File: config.mk
export PLATFORM = sky130hd
export DESIGN_NAME = rrpc_merge
export DESIGN_NICKNAME = d
export VERILOG_FILES = /design/src/design/rrpc_pkg.sv /design/src/design/rrpc_merge.sv
export SDC_FILE = /design/constraint.sdc
export NUM_CORES = 1
export LEC_CHECK = 0
export BUFFER_PORTS_ARGS = -buffer_cell sky130_fd_sc_hd__buf_2
export CORE_MARGIN = 10
export CORE_UTILIZATION = 39
export DETAILED_ROUTE_END_ITERATION = 8
export GPL_TIMING_DRIVEN = 0
export HOLD_SLACK_MARGIN = 0.03
export PLACE_DENSITY = 0.88
export SLEW_MARGIN = 20
export SYNTH_ARGS = -nofsm -noshare
export SYNTH_HDL_FRONTEND = slang
export SYNTH_SLANG_ARGS = --single-unit
File: constraint.sdc
create_clock -name clock -period 2.9 [get_ports clock]
set_clock_uncertainty 0.2 [all_clocks]
set_input_delay 0.145 -clock clock [delete_from_list [all_inputs] [get_ports clock]]
set_output_delay 0.145 -clock clock [all_outputs]
set_load 0.02 [all_outputs]
File: src/design/rrpc_pkg.sv
package rrpc_pkg;

   localparam int CONTIG_W = 10;
   localparam int POS_W    = 32;
   localparam int MARGIN_W = 20;
   localparam int COUNT_W  = 5;
   localparam int SLOT_W   = 4;
   localparam int CMD_W    = 2;
   localparam int PROX_W   = 2;
   localparam int CSR_IDX_W  = 1;
   localparam int CSR_DATA_W = 20;

   // Signed width that holds a position widened by the margin on either side.
   localparam int WIDE_W = POS_W + 2;

   localparam logic [MARGIN_W-1:0] MARGIN_RESET = MARGIN_W'(1000);

   typedef enum logic [CMD_W-1:0] {
      CMD_LOAD   = 2'd0,
      CMD_SINGLE = 2'd1,
      CMD_PAIR   = 2'd2,
      CMD_NONE   = 2'd3
   } command_type;

   typedef enum logic [CSR_IDX_W-1:0] {
      CSR_NEAR_MARGIN  = 1'd0,
      CSR_REGION_COUNT = 1'd1
   } csr_index_type;

   localparam logic [PROX_W-1:0] PROX_FAR    = 2'd0;
   localparam logic [PROX_W-1:0] PROX_NEAR   = 2'd1;
   localparam logic [PROX_W-1:0] PROX_INSIDE = 2'd2;

   // What one lane found for the read and for the mate against its entry.
   typedef struct packed {
      logic read_inside;
      logic read_near;
      logic mate_inside;
      logic mate_near;
   } lane_hit_type;

   typedef struct packed {
      logic contained;
      logic near;
   } match_type;

   // Compare one read against one interval. Positions are widened by two bits
   // so that subtracting or adding the margin never wraps.
   function automatic match_type match_read(
      input logic [CONTIG_W-1:0] entry_contig,
      input logic [POS_W-1:0]    entry_first,
      input logic [POS_W-1:0]    entry_last,
      input logic [MARGIN_W-1:0] margin,
      input logic [CONTIG_W-1:0] read_contig,
      input logic [POS_W-1:0]    read_start,
      input logic [POS_W-1:0]    read_end
   );
      logic signed [WIDE_W-1:0] lo_wide;
      logic signed [WIDE_W-1:0] hi_wide;
      logic signed [WIDE_W-1:0] s_wide;
      logic signed [WIDE_W-1:0] e_wide;
      logic                     same_contig;
      match_type                result;
      same_contig = (entry_contig == read_contig);
      lo_wide = signed'({2'b00, entry_first}) - signed'({(WIDE_W-MARGIN_W)'(0), margin});
      hi_wide = signed'({2'b00, entry_last})  + signed'({(WIDE_W-MARGIN_W)'(0), margin});
      s_wide  = signed'({2'b00, read_start});
      e_wide  = signed'({2'b00, read_end});
      result.contained = same_contig && (entry_first <= read_start) &&
                         (read_end <= entry_last);
      result.near      = same_contig && (lo_wide <= s_wide) && (e_wide <= hi_wide);
      return result;
   endfunction

endpackage

File: src/design/rrpc_merge.sv
module rrpc_merge #(
   parameter int TABLE_ENTRIES = 16
) (
   input  logic                           clock,
   input  logic                           reset,
   input  logic                           cls_valid,
   input  logic                           cls_pair,
   input  logic [rrpc_pkg::COUNT_W-1:0]   region_count,
   input  rrpc_pkg::lane_hit_type         hits [TABLE_ENTRIES],
   output logic                           rsp_strobe,
   output logic [rrpc_pkg::PROX_W-1:0]    rsp_proximity
);
   import rrpc_pkg::*;

   logic              strobe_ff, strobe_in;
   logic [PROX_W-1:0] prox_ff, prox_in;
   logic              any_read_inside;
   logic              any_read_near;
   logic              any_mate_inside;
   logic              any_mate_near;
   logic [PROX_W-1:0] read_grade;
   logic [PROX_W-1:0] mate_grade;

   // Only the first region_count lanes take part; a count past the table
   // simply enables every lane.
   always_comb begin
      any_read_inside = 1'b0;
      any_read_near   = 1'b0;
      any_mate_inside = 1'b0;
      any_mate_near   = 1'b0;
      for (int i = 0; i < TABLE_ENTRIES; i++) begin
         if (int'(region_count) > i) begin
            any_read_inside |= hits[i].read_inside;
            any_read_near   |= hits[i].read_near;
            any_mate_inside |= hits[i].mate_inside;
            any_mate_near   |= hits[i].mate_near;
         end
      end
   end

   always_comb begin
      read_grade = any_read_inside ? PROX_INSIDE : (any_read_near ? PROX_NEAR : PROX_FAR);
      mate_grade = any_mate_inside ? PROX_INSIDE : (any_mate_near ? PROX_NEAR : PROX_FAR);
      prox_in    = (cls_pair && (mate_grade > read_grade)) ? mate_grade : read_grade;
      strobe_in  = cls_valid;
   end

   always_ff @(posedge clock) begin
      if (reset) begin
         strobe_ff <= 1'b0;
      end else begin
         strobe_ff <= strobe_in;
      end
   end

   always_ff @(posedge clock) begin
      prox_ff <= prox_in;
   end

   assign rsp_strobe    = strobe_ff;
   assign rsp_proximity = prox_ff;

endmodule

==> results of run 1 <==
==> registers in the layout, summed over array words and instances (netlist names) <==
signal,flops
rsp_proximity,2
rsp_strobe,1
==> logic make-up after synthesis <==
group,Yosys count,synth area share [%]
compound gates,68,54.7
simple gates,45,25.7
flops,3,6.53
buf+inv,15,8.16
fa+ha+maj,4,4.90
==> per-stage QoR <==
step / worst slack, ns / power, mW / util, % / hold WS (ns) / instance area [µm²]
after CTS: 0.235 / 0.277 / 61.0 / 0.0602 / 1360
after global placement: 0.0548 / 0.193 / 58.9 / 0.100 / 1320
final: 0.297 / 0.281 / 61.2 / 0.0609 / 1370
after floorplan: 0.355 / 0.124 / - / 0.0166 / 920
after detailed placement: -0.00915 / 0.197 / 58.9 / 0.103 / 1320
after global routing: 0.0473 / 0.303 / 61.2 / 0.0835 / 1370
==> area by class of cell <==
cell class	instances	area share (%)
buffer	14	5.31
clock buffer	4	1.92
inverter	1	0.274
multi-input combinational	117	57.7
sequential	3	4.39
tap	28	2.56
timing repair buffer	74	27.8
==> power groups by stage <==
stage          sequential [mW]  combinational [mW]  clock [mW]
6_report                0.0424               0.161      0.0775
3_3_place_gp            0.0431               0.150           0
2_1_floorplan           0.0442              0.0797           0
4_1_cts                 0.0424               0.157      0.0780
3_5_place_dp            0.0431               0.154           0
5_1_grt                 0.0425               0.177      0.0828
==> routing by layer <==
layer | wire [µm] | part of all wire [%]
met1 | 1570 | 38
met2 | 1960 | 47
met3 | 545 | 13
met4 | 77 | 1.9
met5 | 0 | 0
==> worst max-delay path, stage by stage <==
cell and delay (ns):
buf_2 0.13, clkbuf_1 0.23, buf_2 0.26, a211oi_2 0.26, nor2_1 0.07, o32ai_1 0.26, nand4b_1 0.21, ha_1 0.33
nor2b_1 0.13, o211ai_1 0.23, nor2_1 0.09, a22o_1 0.18
==> repair_timing <==
action | 4_1_cts | 5_1_grt
hold endpoints to repair | 1 | 0
resized for setup | 0 | 3
hold buffers | 2 | 0
setup endpoints to repair | 0 | 1
==> worst min-delay path by stage <==
stage | from | end | slack, ns | cells after the start
global placement | reset | rsp_strobe | 0.10 | 2
CTS | cls_pair | rsp_proximity[1] | 0.06 | 3
floorplan | reset | rsp_strobe | 0.02 | 1
detailed placement | reset | rsp_strobe | 0.10 | 2
finish | cls_pair | rsp_proximity[1] | 0.06 | 3
global route | cls_pair | rsp_proximity[1] | 0.08 | 3
==> layout by cell type (no fill, tap or decap), types with 3 or more instances in the layout <==
cell type | synthesis | final
nor3_1 | 4 | 4
nor2b_1 | 3 | 3
o21ai_1 | 3 | 3
clkbuf_4 | 0 | 3
o21ai_0 | 4 | 4
o32ai_1 | 3 | 3
o22ai_1 | 3 | 3
nor4_1 | 4 | 4
a2111oi_0 | 4 | 4
o21a_1 | 3 | 3
a221oi_1 | 3 | 3
a21oi_1 | 15 | 15
nand2_1 | 9 | 9
dfxtp_1 | 3 | 3
nor2_1 | 12 | 12
clkbuf_1 | 8 | 8
buf_2 | 3 | 75
nand3_1 | 3 | 3
o22a_1 | 3 | 3
==> impl_metrics.csv, run 1 <==
group,metric,value,unit
clock_network,path_clk_slew,0.04,ns
finish,multi_input_comb_area,790,µm²
finish,fillers,234,
drt,drt-total-wl,4.16,mm
global_route,grt_overflow,0,
worst_setup_path,endpoint_kind,"register",
global_route,grt_max_degree,11,
worst_setup_path,cp_data_required_time,2.83,ns
global_route,use_met3,6.60,%
finish,area.sequential,60.1,µm²
timing,period_needed,2.60,ns
die,die_h,68.6,µm
power,clockPowerShare,27.6,%
finish,drive_gt1_share,40.4,%
die,row_count,17,
worst_setup_path,cp-startpoint,"region_count[1]",
placed_design,dpl.cell_count,235,
run,drv_cap,0,
global_route,grt_pass1_vias,1505,
global_route,grt_use_met2,28.2,%
timing,slew_viol_final,0,
logic_synthesis,yosysMostFrequentCell,"a21oi_1",
timing,setup_viol,0,
drt,ant_nets,0,
timing,hold_viol,0,
power,power_leakage,0.588,nW
outcome,status,"completed",
logic_synthesis,yosys.area.top_type,"a21oi_1",
timing,grt_setup_unrepaired,"no",
die,die_area,0.00470,mm²
logic_synthesis,synth_top_area_share,8.16,%
power,irDropWorstVdd,0.171,mV
power,combPwrFrac,57.3,%
drt,wl_per_cell,17.2,µm
finish,area_growth,48.7,%
logic_synthesis,synth.area.top_cells,"a21oi_1 8.2%, dfxtp_1 6.5%, nor2_1 4.9%, a2111oi_0 3.8%, nand2_1 3.7%",
power,seqPwrFrac,15.1,%
timing,setup_tns,0,ns
global_route,grt.met1_usage,19.6,%
die,core_area,0.00223,mm²
logic_synthesis,synth_ff_type,"dfxtp_1",
worst_setup_path,cp-endpoint,"rsp_proximity[0]",
drt,detail_route.vias_per_cell,6.13,
worst_setup_path,crit_type,"in2reg",
worst_setup_path,cp_max_fo,10,
finish,instances_no_fill,241,
power,cellPowerDensity,205,mW/mm²
worst_setup_path,cp.arrival,2.53,ns
logic_synthesis,yosysUniqueCellTypes,50,
placed_design,gp_congestion,0.930,
logic_synthesis,synth_seq_area_share,6.53,%
logic_synthesis,synth_edf_count,0,
die,start_util,41.2,%
global_route,grt_first_pass_wirelength,6.47,mm
finish,insertedDiodeCount,0,
clock_network,htreeDepth,1,
die,die_w,68.6,µm
clock_network,cts_inserted_buffers,3,
power,p_sw,0.108,mW
die,io_pins,76,
drt,dr.pass1.iters,4,
drt,drt-initial-drc-count,114,
timing,slew_headroom,65.5,%
placed_design,dp_hpwl,3.37,mm
min_path,hold_path.class,"in2reg",
logic_synthesis,synthTopCellsByCount,"15 x a21oi_1, 12 x nor2_1, 9 x nand2_1",
logic_synthesis,syn_area,920,µm²
worst_setup_path,critical_path.startpoint_type,"primary input",
logic_synthesis,syn_avg_cell_area,6.81,µm²
logic_synthesis,synth_seq_cells,3,
drt,num_vias,1478,
clock_network,cts_root_buffer,"clkbuf_4",
global_route,grt_usage,17.0,%
logic_synthesis,synthCells,135,
timing,fmax,0.384,GHz
global_route,grt_busiest_layer,"met2",
clock_network,clock-sinks,3,
clock_network,cts_setup_buffers,0,
power,swShare,38.6,%
timing,worst_slew_pin_slew,0.518,ns
logic_synthesis,ys_warn_count,0,
placed_design,io_buffers,72,
drt,drcViolationCount,0,
clock_network,cts_tree,"done",
clock_network,cts_buffer_depth,2,
finish,fin_nets,289,
logic_synthesis,syn_nets,210,
global_route,antenna_found_initial,0,
power,p_int,0.172,mW
timing,post-route-period-util,89.7,%
logic_synthesis,async_reset_ff_share,0,%
No activity file was read; power rests on OpenSTA's default activity.
==> inputs of run 2 (changes only) <==
--- a/config.mk
+++ b/config.mk
@@ -12,6 +12,8 @@
 export GPL_TIMING_DRIVEN = 0
 export HOLD_SLACK_MARGIN = 0.03
 export PLACE_DENSITY = 0.88
+export RECOVER_POWER = 50
+export SKIP_CTS_REPAIR_TIMING = 1
 export SLEW_MARGIN = 20
 export SYNTH_ARGS = -nofsm -noshare
 export SYNTH_HDL_FRONTEND = slang
==> run 2 against run 1 <==
Compared with the run above: routed wire length is 0.46% higher; global-route usage fell by 0.36 points; critical path type unchanged; worst setup slack lost 0.0035 ns; flip-flop and latch count is the same; largest cell class unchanged; largest power group unchanged; fmax fell by 0.13%; critical endpoint unchanged; final cell count is the same.
==> impl_metrics.csv, run 2 (synthesis gave the netlist of run 1 again) <==
group,metric,value,unit
drt,drt-initial-drc-count,140,
drt,dr.pass1.iters,4,
clock_network,path_clk_slew,0.04,ns
worst_setup_path,critical_path.startpoint_type,"primary input",
die,die_area,0.00470,mm²
clock_network,cts_buffer_depth,2,
global_route,antenna_found_initial,0,
global_route,grt_pass1_vias,1504,
timing,worst_slew_pin_slew,0.521,ns
clock_network,htreeDepth,1,
finish,design_area,0.00136,mm²
run,drv_cap,0,
power,p_int,0.172,mW
worst_setup_path,path_delay_family,"compound AO/OA/AOI/OAI gates",
placed_design,placed_area,0.00132,mm²
clock_network,clock-sinks,3,
die,die_w,68.6,µm
finish,insertedDiodeCount,0,
global_route,grt_usage,16.7,%
timing,hold_viol,0,
drt,detail_route.vias_per_cell,6.18,
worst_setup_path,cpPeakStageDelay,0.33,ns
finish,area.sequential,60.1,µm²
worst_setup_path,cp_max_fo,10,
min_path,hold_path.class,"in2reg",
power,irDropWorstVdd,0.167,mV
power,seqPwrFrac,15.1,%
power,combPwrFrac,57.0,%
drt,wl_per_cell,17.3,µm
timing,setup_viol,0,
clock_network,cts_tree,"done",
min_path,min_from,"cls_pair",
power,swShare,38.8,%
worst_setup_path,endpoint_kind,"register",
power,power_leakage,0.579,nW
die,start_util,41.2,%
finish,fin_nets,289,
finish,area_growth,48.3,%
min_path,min_to,"rsp_proximity[1]",
placed_design,io_buffers,72,
global_route,grt_max_degree,11,
worst_setup_path,cp_num_buf_inv,3,
drt,drcViolationCount,0,
min_path,hold-path-cell-count,3,
finish,largest_register_ff_count,2,
timing,slew_viol_final,0,
global_route,grt_overflow,0,
power,cellPowerDensity,207,mW/mm²
timing,post-route-period-util,89.9,%
clock_network,cts_inserted_buffers,3,
worst_setup_path,crit_type,"in2reg",
worst_setup_path,cp_num_cells,12,
timing,grt_setup_unrepaired,"no",
worst_setup_path,crit_chain,"buf_2 -> clkbuf_1 -> buf_2 -> a211oi_2 -> nor2_1 -> o32ai_1 -> nand4b_1 -> ha_1 -> nor2b_1 -> o211ai_1 -> nor2_1 -> a22o_1",
finish,final_cell_mix,"72 x buf_2, 15 x a21oi_1, 12 x nor2_1",
timing,period_needed,2.61,ns
power,power,0.282,mW
placed_design,dp_hpwl,3.37,mm
drt,ant_nets,0,
timing,fmax,0.384,GHz
worst_setup_path,slowest_stage,"ha_1",
drt,drt-total-wl,4.17,mm
outcome,status,"completed",
power,p_sw,0.109,mW
power,clockPowerShare,27.9,%
finish,fillers,238,
die,io_pins,76,
finish,final_common_cell,"buf_2",
placed_design,gp_congestion,0.930,
timing,slew_headroom,65.3,%
worst_setup_path,cp_data_required_time,2.83,ns
global_route,grt_first_pass_wirelength,6.36,mm
die,core_area,0.00223,mm²
finish,drive_gt1_share,39.0,%
worst_setup_path,cp.arrival,2.54,ns
finish,multi_input_comb_area,790,µm²
drt,num_vias,1490,
die,die_h,68.6,µm
clock_network,cts_root_buffer,"clkbuf_4",
die,row_count,17,
[run 2: layout make-up]
type                    instances  share of cell area [%]
well taps                      28                    2.57
flip-flops and latches          3                    4.40
multi-input cells             117                    57.9
plain buffers                  14                    5.32
clock buffers                   4                    1.93
inverters                       1                   0.275
repair buffers                 74                    27.6
[run 2: worst max-delay path by stage]
stage / from / end / slack (ns)
after global routing: region_count[4] / rsp_proximity[0] / 0.05
after floorplan: region_count[3] / rsp_proximity[0] / 0.36
after global placement: region_count[4] / rsp_proximity[0] / 0.05
after detailed placement: region_count[4] / rsp_proximity[0] / -0.009
final: region_count[1] / rsp_proximity[0] / 0.29
after CTS: region_count[1] / rsp_proximity[0] / 0.23
[run 2: through the flow]
| stage | util (%) | setup TNS (ns) | worst slack, ns | std cells | hold WS [ns] |
|---|---|---|---|---|---|
| finish | 61.1 | 0 | 0.294 | 241 | 0.0608 |
| floorplan | - | 0 | 0.355 | 135 | 0.0166 |
| global placement | 58.9 | 0 | 0.0548 | 235 | 0.100 |
| global route | 61.1 | 0 | 0.0459 | 241 | 0.0835 |
| CTS | 60.1 | 0 | 0.235 | 239 | -0.145 |
| detailed placement | 58.9 | -0.00915 | -0.00915 | 235 | 0.103 |
[run 2: routing by layer]
layer	routed length [µm]	GRT usage, %	vias up	share of wire, %
li1	-	-	717	-
met1	1620	19.0	690	39
met2	1990	27.9	77	48
met3	506	6.60	6	12
met4	58	5.03	0	1.4
met5	0	0	-	0
[run 2: power groups by stage]
stage	sequential, mW	combinational, mW	clock (mW)
6_report	0.0424	0.161	0.0787
5_1_grt	0.0425	0.177	0.0828
4_1_cts	0.0424	0.155	0.0780
3_5_place_dp	0.0431	0.154	0
3_3_place_gp	0.0431	0.150	0
2_1_floorplan	0.0442	0.0797	0
