===== src/design/rrpc_pkg.sv =====
package rrpc_pkg;

   localparam int CONTIG_W = 10;
   localparam int POS_W    = 32;
   localparam int MARGIN_W = 20;
   localparam int COUNT_W  = 5;
   localparam int SLOT_W   = 4;
   localparam int CMD_W    = 2;
   localparam int PROX_W   = 2;
   localparam int CSR_IDX_W  = 1;
   localparam int CSR_DATA_W = 20;

   // Signed width that holds a position widened by the margin on either side.
   localparam int WIDE_W = POS_W + 2;

   localparam logic [MARGIN_W-1:0] MARGIN_RESET = MARGIN_W'(1000);

   typedef enum logic [CMD_W-1:0] {
      CMD_LOAD   = 2'd0,
      CMD_SINGLE = 2'd1,
      CMD_PAIR   = 2'd2,
      CMD_NONE   = 2'd3
   } command_type;

   typedef enum logic [CSR_IDX_W-1:0] {
      CSR_NEAR_MARGIN  = 1'd0,
      CSR_REGION_COUNT = 1'd1
   } csr_index_type;

   localparam logic [PROX_W-1:0] PROX_FAR    = 2'd0;
   localparam logic [PROX_W-1:0] PROX_NEAR   = 2'd1;
   localparam logic [PROX_W-1:0] PROX_INSIDE = 2'd2;

   // What one lane found for the read and for the mate against its entry.
   typedef struct packed {
      logic read_inside;
      logic read_near;
      logic mate_inside;
      logic mate_near;
   } lane_hit_type;

   typedef struct packed {
      logic contained;
      logic near;
   } match_type;

   // Compare one read against one interval. Positions are widened by two bits
   // so that subtracting or adding the margin never wraps.
   function automatic match_type match_read(
      input logic [CONTIG_W-1:0] entry_contig,
      input logic [POS_W-1:0]    entry_first,
      input logic [POS_W-1:0]    entry_last,
      input logic [MARGIN_W-1:0] margin,
      input logic [CONTIG_W-1:0] read_contig,
      input logic [POS_W-1:0]    read_start,
      input logic [POS_W-1:0]    read_end
   );
      logic signed [WIDE_W-1:0] lo_wide;
      logic signed [WIDE_W-1:0] hi_wide;
      logic signed [WIDE_W-1:0] s_wide;
      logic signed [WIDE_W-1:0] e_wide;
      logic                     same_contig;
      match_type                result;
      same_contig = (entry_contig == read_contig);
      lo_wide = signed'({2'b00, entry_first}) - signed'({(WIDE_W-MARGIN_W)'(0), margin});
      hi_wide = signed'({2'b00, entry_last})  + signed'({(WIDE_W-MARGIN_W)'(0), margin});
      s_wide  = signed'({2'b00, read_start});
      e_wide  = signed'({2'b00, read_end});
      result.contained = same_contig && (entry_first <= read_start) &&
                         (read_end <= entry_last);
      result.near      = same_contig && (lo_wide <= s_wide) && (e_wide <= hi_wide);
      return result;
   endfunction

endpackage


===== src/design/rrpc_lane.sv =====
module rrpc_lane (
   input  logic                            clock,
   input  logic                            load_en,
   input  logic [rrpc_pkg::CONTIG_W-1:0]   load_contig,
   input  logic [rrpc_pkg::POS_W-1:0]      load_first,
   input  logic [rrpc_pkg::POS_W-1:0]      load_last,
   input  logic [rrpc_pkg::MARGIN_W-1:0]   margin,
   input  logic [rrpc_pkg::CONTIG_W-1:0]   read_contig,
   input  logic [rrpc_pkg::POS_W-1:0]      read_start,
   input  logic [rrpc_pkg::POS_W-1:0]      read_end,
   input  logic [rrpc_pkg::CONTIG_W-1:0]   mate_contig,
   input  logic [rrpc_pkg::POS_W-1:0]      mate_start,
   input  logic [rrpc_pkg::POS_W-1:0]      mate_end,
   output rrpc_pkg::lane_hit_type          hit
);
   import rrpc_pkg::*;

   logic [CONTIG_W-1:0] contig_ff, contig_in;
   logic [POS_W-1:0]    first_ff, first_in;
   logic [POS_W-1:0]    last_ff, last_in;
   lane_hit_type        hit_ff, hit_in;
   match_type           read_match;
   match_type           mate_match;

   // The entry held by this lane; it is only defined once it has been loaded.
   always_comb begin
      contig_in = load_en ? load_contig : contig_ff;
      first_in  = load_en ? load_first  : first_ff;
      last_in   = load_en ? load_last   : last_ff;
   end

   always_comb begin
      read_match = match_read(contig_ff, first_ff, last_ff, margin,
                              read_contig, read_start, read_end);
      mate_match = match_read(contig_ff, first_ff, last_ff, margin,
                              mate_contig, mate_start, mate_end);
      hit_in.read_inside = read_match.contained;
      hit_in.read_near   = read_match.near;
      hit_in.mate_inside = mate_match.contained;
      hit_in.mate_near   = mate_match.near;
   end

   always_ff @(posedge clock) begin
      contig_ff <= contig_in;
      first_ff  <= first_in;
      last_ff   <= last_in;
      hit_ff    <= hit_in;
   end

   assign hit = hit_ff;

endmodule


===== config.mk =====
export PLATFORM = sky130hd
export DESIGN_NAME = rrpc_lane
export DESIGN_NICKNAME = d
export VERILOG_FILES = /design/src/design/rrpc_pkg.sv /design/src/design/rrpc_lane.sv
export SDC_FILE = /design/constraint.sdc
export NUM_CORES = 1
export LEC_CHECK = 0
export ABC_CLOCK_PERIOD_IN_PS = 7300
export BUFFER_PORTS_ARGS = -buffer_cell sky130_fd_sc_hd__buf_2
export CAP_MARGIN = 20
export CORE_ASPECT_RATIO = 1.75
export CORE_MARGIN = 4
export CORE_UTILIZATION = 60
export DETAILED_ROUTE_END_ITERATION = 8
export PLACE_DENSITY_LB_ADDON = 0.25
export SYNTH_ARGS = -nofsm -noshare
export SYNTH_HDL_FRONTEND = slang
export SYNTH_SLANG_ARGS = --single-unit
export TNS_END_PERCENT = 100

===== constraint.sdc =====
create_clock -name clock -period 7.3 [get_ports clock]
set_input_delay 1.46 -clock clock [delete_from_list [all_inputs] [get_ports clock]]
set_output_delay 1.46 -clock clock [all_outputs]
set_load 0.05 [all_outputs]

==> results.md, run 1 <==
* Global Route met3 Usage at 3.71%
* DRC Markers at 0
* PD cells at about 160 mW/mm^2
* Synth warn at 0
* Largest net degree at the start of global routing at 75
* Slew headroom at 35.7%
* Final hold vios at 0
* Startpoint Class: input port
* GPL Wtd Cong at between 0.9 and 1
* Die area at 0.0208 mm^2
* Final HPWL DP at approximately 31,000 um
* Crit path largest cell delay at 510 ps
* Total grt overflow at 0
* CTS tree: yes
* Clock latency on the worst-skew pair at 350 ps
* Total GRT Usage at 33.1%
* CTS root buf: clkbuf_16
* Max Fclk at 0.174 GHz
* Data required, critical path at ~7600 ps
* Core region area at about 0.018 mm^2
* Vias per std cell at 6.17
* Worst Path Max Fanout at 4
* FP Rows at 65
* Vias in the first global route at 11,200
* I/O Pins at 248
* Mapped cell area at 0.0111 mm^2
* GR Util met2 at 62.3%
* Post-route ant nets at 0
* Clock Sinks at about 80
* Fin crit period at 5760 ps
* Seq/Total Area, Yosys at 20.8%
* Setup WS pre-CTS at 1250 ps
* CTS max path bufs at 2
* Peak supply drop at ~160 uV
* Global Route met1 Usage at between 30% and 40%
* CP Data Arrival Time at 6010 ps
* Number of synthesized register bits at 78
* Measured slew at the worst slew-check pin at 964 ps
* Sum of buffers and inverters on the critical path at 1
* Crit path cell chain: buf_2 > ha_1 > fa_1 > nor2b_1 > o31a_1 > o21ai_0 > a311oi_1 > nand2_1 > o21bai_1 > a21o_1 > nor2_1 > nand3_1 > xnor2_1 > ha_1 > a2111oi_0 > nand2_1 > a211o_2 > and3_2 > nor2_1 > nand4_1 > o41ai_1
* Top Usage Layer GRT: met2
* Number of enable flip-flop cells after synthesis at 74
* CP Capture Type: register
* Layout cells sized above 1 at 19.5%
* Area Growth Syn to Fin at 16.6%
* Final Skew at between 7 and 8 ps
* Drt initial violations at 638
* Most frequent cells in the layout: ha_1 (291), buf_2 (246), inv_1 (133)
* Async set or reset register ratio after synthesis at 0%
* Num CTS Buffers at 9
* Synth unique cells at 76
* RSZ-0062 raised after global routing: false
* Post-CTS sizing at 0
* Post-Synthesis Cells at 1,233
* Setup_tns at 0 ps
* Port bufs at 247
* Final wirelength at between 30,000 and 40,000 um
* Synth Flop Type: edfxtp_1
* Layout Nets at about 2,000
* Pins Over Slew Limit at 0
* Die width at 111 um
* MaxCap Viol Count at 0
* Leading area contributor after synthesis: ha_1
* Reg clk slew, reported paths at approximately 60 ps
* Initial core utilization at about three fifths
* Post-CTS Hold Buffers at 0
* Most common cell after layout, fill and taps aside: ha_1
* Status: complete, no violations
* Die Ht at 188 um
* Via count at approximately 11,000
* Synth top area cells: ha_1 (33%), edfxtp_1 (20%), a21oi_1 (4.7%)
* Worst path top cell family by delay: compound AO/OA/AOI/OAI gates
* Final worst path period share at 78.9%
* Yosys top cell area share at 32.9%
* Routed length per instance at 20.5 um
* First-pass GRT wire length at 54,400 um
* Max stage delay cell, worst path: a311oi_1
* Syn_nets at ~1,800
* Initial antenna violation count at 7
* Critical path class: input port to register
* Buffer count from post-CTS setup fixing at 0
* Hold crit path type: register to register
* CTS H-Tree Depth at 3
* Final Setup Violations at 0
* Lkg Pwr at 6.63 nW
* Final WS setup at 1540 ps
* Mean Syn Cell Area at about 9 um^2
* DRT Pass-1 Iters at 6
## metrics by stage
step / area, um^2 / utilization (%) / hold slack [ps] / total power, mW / cells
2_1_floorplan: 11100 / - / 600 / 1.25 / 1233
3_3_place_gp: 12600 / 69.5 / 892 / 1.54 / 1709
3_5_place_dp: 12600 / 69.5 / 903 / 1.57 / 1709
4_1_cts: 12900 / 71.3 / 919 / 2.08 / 1723
5_1_grt: 12900 / 71.4 / 935 / 2.24 / 1730
6_report: 12900 / 71.4 / 909 / 2.10 / 1730
## metal layers
metal	routed length [um]	part of all wire (%)
met5	0	0
met4	3420	9.6
met3	1450	4.1
met2	18600	52
met1	12000	34
## synthesized netlist by cell type, types with 6 or more instances
| master | n |
|---|---|
| nor2b_1 | 32 |
| a31oi_1 | 10 |
| xnor2_1 | 39 |
| a21o_1 | 68 |
| and3_1 | 7 |
| nand2b_1 | 20 |
| a211oi_1 | 10 |
| nand3_1 | 33 |
| nor3_1 | 25 |
| o2111ai_1 | 6 |
| o21ai_0 | 57 |
| ha_1 | 291 |
| inv_1 | 133 |
| nor4_1 | 11 |
| nand2_1 | 43 |
| nor2_1 | 59 |
| xor2_1 | 38 |
| nand4_1 | 55 |
| o21bai_1 | 6 |
| a21oi_1 | 104 |
| o21a_1 | 19 |
| edfxtp_1 | 74 |
## layout make-up
cell class              count  area [um^2]
repair buffers            247         1240
inverters                 133          499
fillers                  1508         5160
clock buffers               9          225
flip-flops and latches     78         2300
well taps                 234          293
multi-input cells        1017         8220
clock inverters             5          100
diodes                      7         17.5
## worst reg2reg max path: stages (launching register included)
cell and delay [ps]:
edfxtp_1 320, inv_1 90, ha_1 230, fa_1 400, nor2b_1 160, o31a_1 210, o21ai_0 180, a311oi_1 510
nand2_1 180, o21bai_1 170, a21o_1 200, nor2_1 110, nand3_1 110, xnor2_1 160, ha_1 300, a2111oi_0 400
nand2_1 120, a211o_2 310, and3_2 230, nor2_1 100, nand4_1 100, o41ai_1 260
## report_power, final
| group | internal (mW) | switching [mW] | total (mW) | leakage [nW] |
|---|---|---|---|---|
| logic | 0.446 | 0.571 | 1.02 | 5.71 |
| clock network | 0.329 | 0.184 | 0.513 | 0.161 |
| registers | 0.530 | 0.0405 | 0.570 | 0.756 |
| total | 1.30 | 0.796 | 2.10 | 6.63 |
## path summary, 6_finish.rpt
path         endpoint  slack (ps)  depth (start not counted)          from
min            hit[1]         910                          3  contig_ff[2]
max            hit[2]        1540                         21     margin[0]
max reg2reg    hit[2]        2370                         21   first_ff[0]
min reg2reg    hit[1]         910                          3  contig_ff[2]
## flip-flops by register name, indices dropped and copies added, names as in the netlist
signal	cells
first_ff	32
last_ff	32
contig_ff	10
hit	4
## cell families after synthesis
| kind of cell | synth area share (%) |
|---|---|
| adders and majority gates | 33.3 |
| and+or+nand+nor | 15.7 |
| AOI/OAI and AO/OA | 18.8 |
| xor gates and xnor gates | 6.51 |
| DFF | 20.8 |
| buffers and inverters | 4.87 |
No activity file was read; power rests on OpenSTA's default activity.
==> run 2, diff against run 1 <==
--- a/config.mk
+++ b/config.mk
@@ -5,12 +5,13 @@
 export SDC_FILE = /design/constraint.sdc
 export NUM_CORES = 1
 export LEC_CHECK = 0
-export ABC_CLOCK_PERIOD_IN_PS = 7300
+export ABC_AREA = 1
+export ABC_CLOCK_PERIOD_IN_PS = 5300
 export BUFFER_PORTS_ARGS = -buffer_cell sky130_fd_sc_hd__buf_2
 export CAP_MARGIN = 20
 export CORE_ASPECT_RATIO = 1.75
 export CORE_MARGIN = 4
-export CORE_UTILIZATION = 60
+export CORE_UTILIZATION = 57
 export DETAILED_ROUTE_END_ITERATION = 8
 export PLACE_DENSITY_LB_ADDON = 0.25
 export SYNTH_ARGS = -nofsm -noshare
==> constraint.sdc (replaced) <==
create_clock -name clock -period 5.3 [get_ports clock]
set_input_delay 1.06 -clock clock [delete_from_list [all_inputs] [get_ports clock]]
set_output_delay 1.06 -clock clock [all_outputs]
set_load 0.05 [all_outputs]
==> run 2 against run 1 <==
Compared with the run above: setup slack lost 550 ps; sequential power grew 38%; synthesized area rose by 5.3%; largest power group unchanged.
==> results.md, run 2 <==
* Total grt overflow at 0 (unchanged)
* Layout cells sized above 1 at 18.0% (-1.4 points)
* Max stage delay cell, worst path: or4_1
* Setup_tns at 0 ps (unchanged)
* Data required, critical path at 5580 ps (-1970 ps)
* Area Growth Syn to Fin at 16.5% (about the same)
* Measured slew at the worst slew-check pin at 1070 ps (+102 ps)
* Total GRT Usage at 37.9% (+4.8 points)
* Synth Flop Type: edfxtp_1
* GPL Wtd Cong at 1.06 (+6.1%)
* Switch share at 42.5% (+4.6 points)
* Async set or reset register ratio after synthesis at 0% (unchanged)
* First-pass GRT wire length at 64,900 um (+19%)
* CP Data Arrival Time at 4600 ps (-1410 ps)
* Number of synthesized register bits at 78 (unchanged)
* Final worst path period share at 81.4%
* Mapped cell area at 0.0116 mm^2 (+5.3%)
* Initial core utilization at 58.5% (-2.8 points)
* Seq/Total Area, Yosys at 19.8% (-1.0 points)
* I/O Pins at 248 (unchanged)
* P_int at 1.79 mW (+37%)
* Most common cell after layout, fill and taps aside: nand2_1
* Most frequent cells in the layout: nand2_1 (295), ha_1 (291), inv_1 (248)
* Critical path class: input port to register
* Net Switching at 1.32 mW (+67%)
* Post-CTS sizing at 0 (unchanged)
* Post-CTS Hold Buffers at 0 (unchanged)
* Synth top area cells: ha_1 (31%), edfxtp_1 (19%), nand2_1 (9.5%)
* CTS max path bufs at 2 (unchanged)
* Max Fclk at 0.232 GHz
* Clk network pwr share at 23.3% (-1.1 points)
* FP Rows at 68 (+4.6%)
* Final hold vios at 0 (unchanged)
* Non-filler instance count after layout at 2,034 (+18%)
* Initial antenna violation count at 5 (-2)
* Drt initial violations at 526 (-18%)
* Final wirelength at 43,400 um (+22%)
* Crit path cell chain: buf_2 > inv_1 > ha_1 > a21oi_2 > o21ai_2 > nand2_1 > o211ai_2 > a21boi_2 > o31ai_2 > a21boi_1 > o21bai_2 > xnor2_1 > ha_1 > nand2_1 > or4_1 > nor4_1 > nor2_1 > nand2_1 > nand2_1 > a21oi_1
* Port bufs at 247 (unchanged)
* CP dominant cell by count: nand2_1
* Worst Path Max Fanout at 4 (unchanged)
* Reg-to-reg setup timing slack at 1320 ps (-1050 ps)
* Synth unique cells at 59 (-22%)
* Largest registers: first_ff x32, last_ff x32, contig_ff x10
* Vias in the first global route at 12,900 (+15%)
* Lkg Pwr at 7.27 nW (+9.6%)
* Die Ht at 197 um (+5.0%)
* Fin crit period at 4310 ps
* CTS root buf: clkbuf_16
* Clock Sinks at 78 (unchanged)
* Final Skew at 7.80 ps (-0.192 ps)
* Mean Syn Cell Area at 7.68 um^2 (-14%)
* Syn_nets at 2,054 (+16%)
* Pins Over Slew Limit at 0 (unchanged)
* Leading area contributor after synthesis: ha_1
* DRT Pass-1 Iters at 5 (-1)
* RSZ-0062 raised after global routing: false
* Status: complete, no violations
* Vias per std cell at 5.85 (-5.2%)
* Die width at 116 um (+4.9%)
* Final HPWL DP at 38,000 um (+23%)
* Synth warn at 0 (unchanged)
* R2R Path Start: first_ff[2]
* R2R depth at 18 (-14%)
* CTS H-Tree Depth at 3 (unchanged)
* Crit path largest cell delay at 520 ps (about the same)
* Layout Nets at 2,317 (+15%)
* Largest net degree at the start of global routing at 75 (unchanged)
* Most frequent cell after synthesis: nand2_1
* Hold Startpoint: contig_ff[5]
* Number of enable flip-flop cells after synthesis at 74 (unchanged)
* Startpoint Class: input port
* Post-Synthesis Cells at 1,517 (+23%)
* Routed length per instance at 21.3 um (+3.9%)
* PD cells at 230 mW/mm^2 (+41%)
* Buffer count from post-CTS setup fixing at 0 (unchanged)
* Clock latency on the worst-skew pair at 360 ps (about the same)
* Peak supply drop at 182 uV (+17%)
* CP Capture Type: register
* Post-route ant nets at 0 (unchanged)
* Num CTS Buffers at 9 (unchanged)
* Reg clk slew, reported paths at 60 ps (about the same)
* MaxCap Viol Count at 0 (unchanged)
* Worst hold endpoint: hit[0]
* Most instantiated cells after synthesis: nand2_1 (295), ha_1 (291), inv_1 (248)
* Core region area at 0.0199 mm^2 (+10%)
* Via count at 11,900 (+11%)
* CTS tree: yes
* Hold depth at 5 (+2)
* Worst reg2reg endpoint: hit[2]
* Placed insts at 2,013 (+18%)
* Seq pwr share at 25.2% (-2.0 points)
* Die area at 0.0229 mm^2 (+10%)
* Gate power share at 51.5% (+3.1 points)
* Hold crit path type: register to register
* DRC Markers at 0 (unchanged)
* Yosys top cell area share at 31.3% (-1.7 points)
* Slew headroom at 27.9% (-7.8 points)
* Final Setup Violations at 0 (unchanged)
-- run 2: cell families (layout without fill, tap and decap cells) --
logic type	after synthesis	in the layout	synth area share (%)
AOI/OAI and AO/OA	273	273	14.1
and+or+nand+nor	557	557	21.6
xor gates and xnor gates	65	65	4.89
other	0	5	0
buffers and inverters	251	518	8.09
adders and majority gates	293	293	31.6
DFF	78	78	19.8
-- run 2: layout make-up --
class,instances,area (um^2)
tap,245,307
timing repair buffer,252,1270
fill,1779,6340
sequential,78,2300
clock inverter,5,98.8
antenna,5,12.5
clock buffer,10,229
inverter,251,942
multi-input combinational,1188,8400
-- run 2: per-stage QoR --
stage / area, um^2 / setup WS (ps) / power, mW / utilization, % / hold WS [ps]
floorplan: 11600 / 1350 / 1.81 / - / 668
global placement: 13200 / 626 / 2.33 / 66.4 / 804
detailed placement: 13200 / 653 / 2.36 / 66.4 / 817
CTS: 13600 / 991 / 3.10 / 68.1 / 817
global route: 13600 / 672 / 3.33 / 68.2 / 851
finish: 13600 / 987 / 3.12 / 68.2 / 807
-- run 2: how the worst max path moves through the flow --
stage	from	end	slack (ps)	depth (start not counted)
floorplan	margin[2]	hit[2]	1350	19
global placement	margin[2]	hit[2]	630	20
detailed placement	margin[0]	hit[0]	650	27
CTS	margin[2]	hit[2]	990	23
global route	margin[2]	hit[2]	670	23
finish	margin[2]	hit[2]	990	20
-- run 2: critical path, delay by kind of cell --
family                     cells  cell delay (ps)
buffers and inverters          2              130
and+or+nand+nor                7             1200
xor gates and xnor gates       1              180
AOI/OAI and AO/OA              8             1360
adders and majority gates      2              660
-- run 2: per-layer routing --
metal | share of wire, % | up-vias | global-route usage, %
met2 | 53 | 468 | 70.8
met1 | 31 | 5414 | 31.8
met3 | 4.6 | 219 | 6.07
met4 | 12 | 0 | 37.2
li1 | - | 5791 | -
met5 | 0 | - | 0
-- run 2: power groups by stage --
stage	logic, mW	clock network [mW]	registers [mW]
floorplan	1.03	0	0.772
global placement	1.53	0	0.795
detailed placement	1.57	0	0.797
CTS	1.58	0.739	0.784
global route	1.78	0.762	0.789
finish	1.60	0.726	0.785
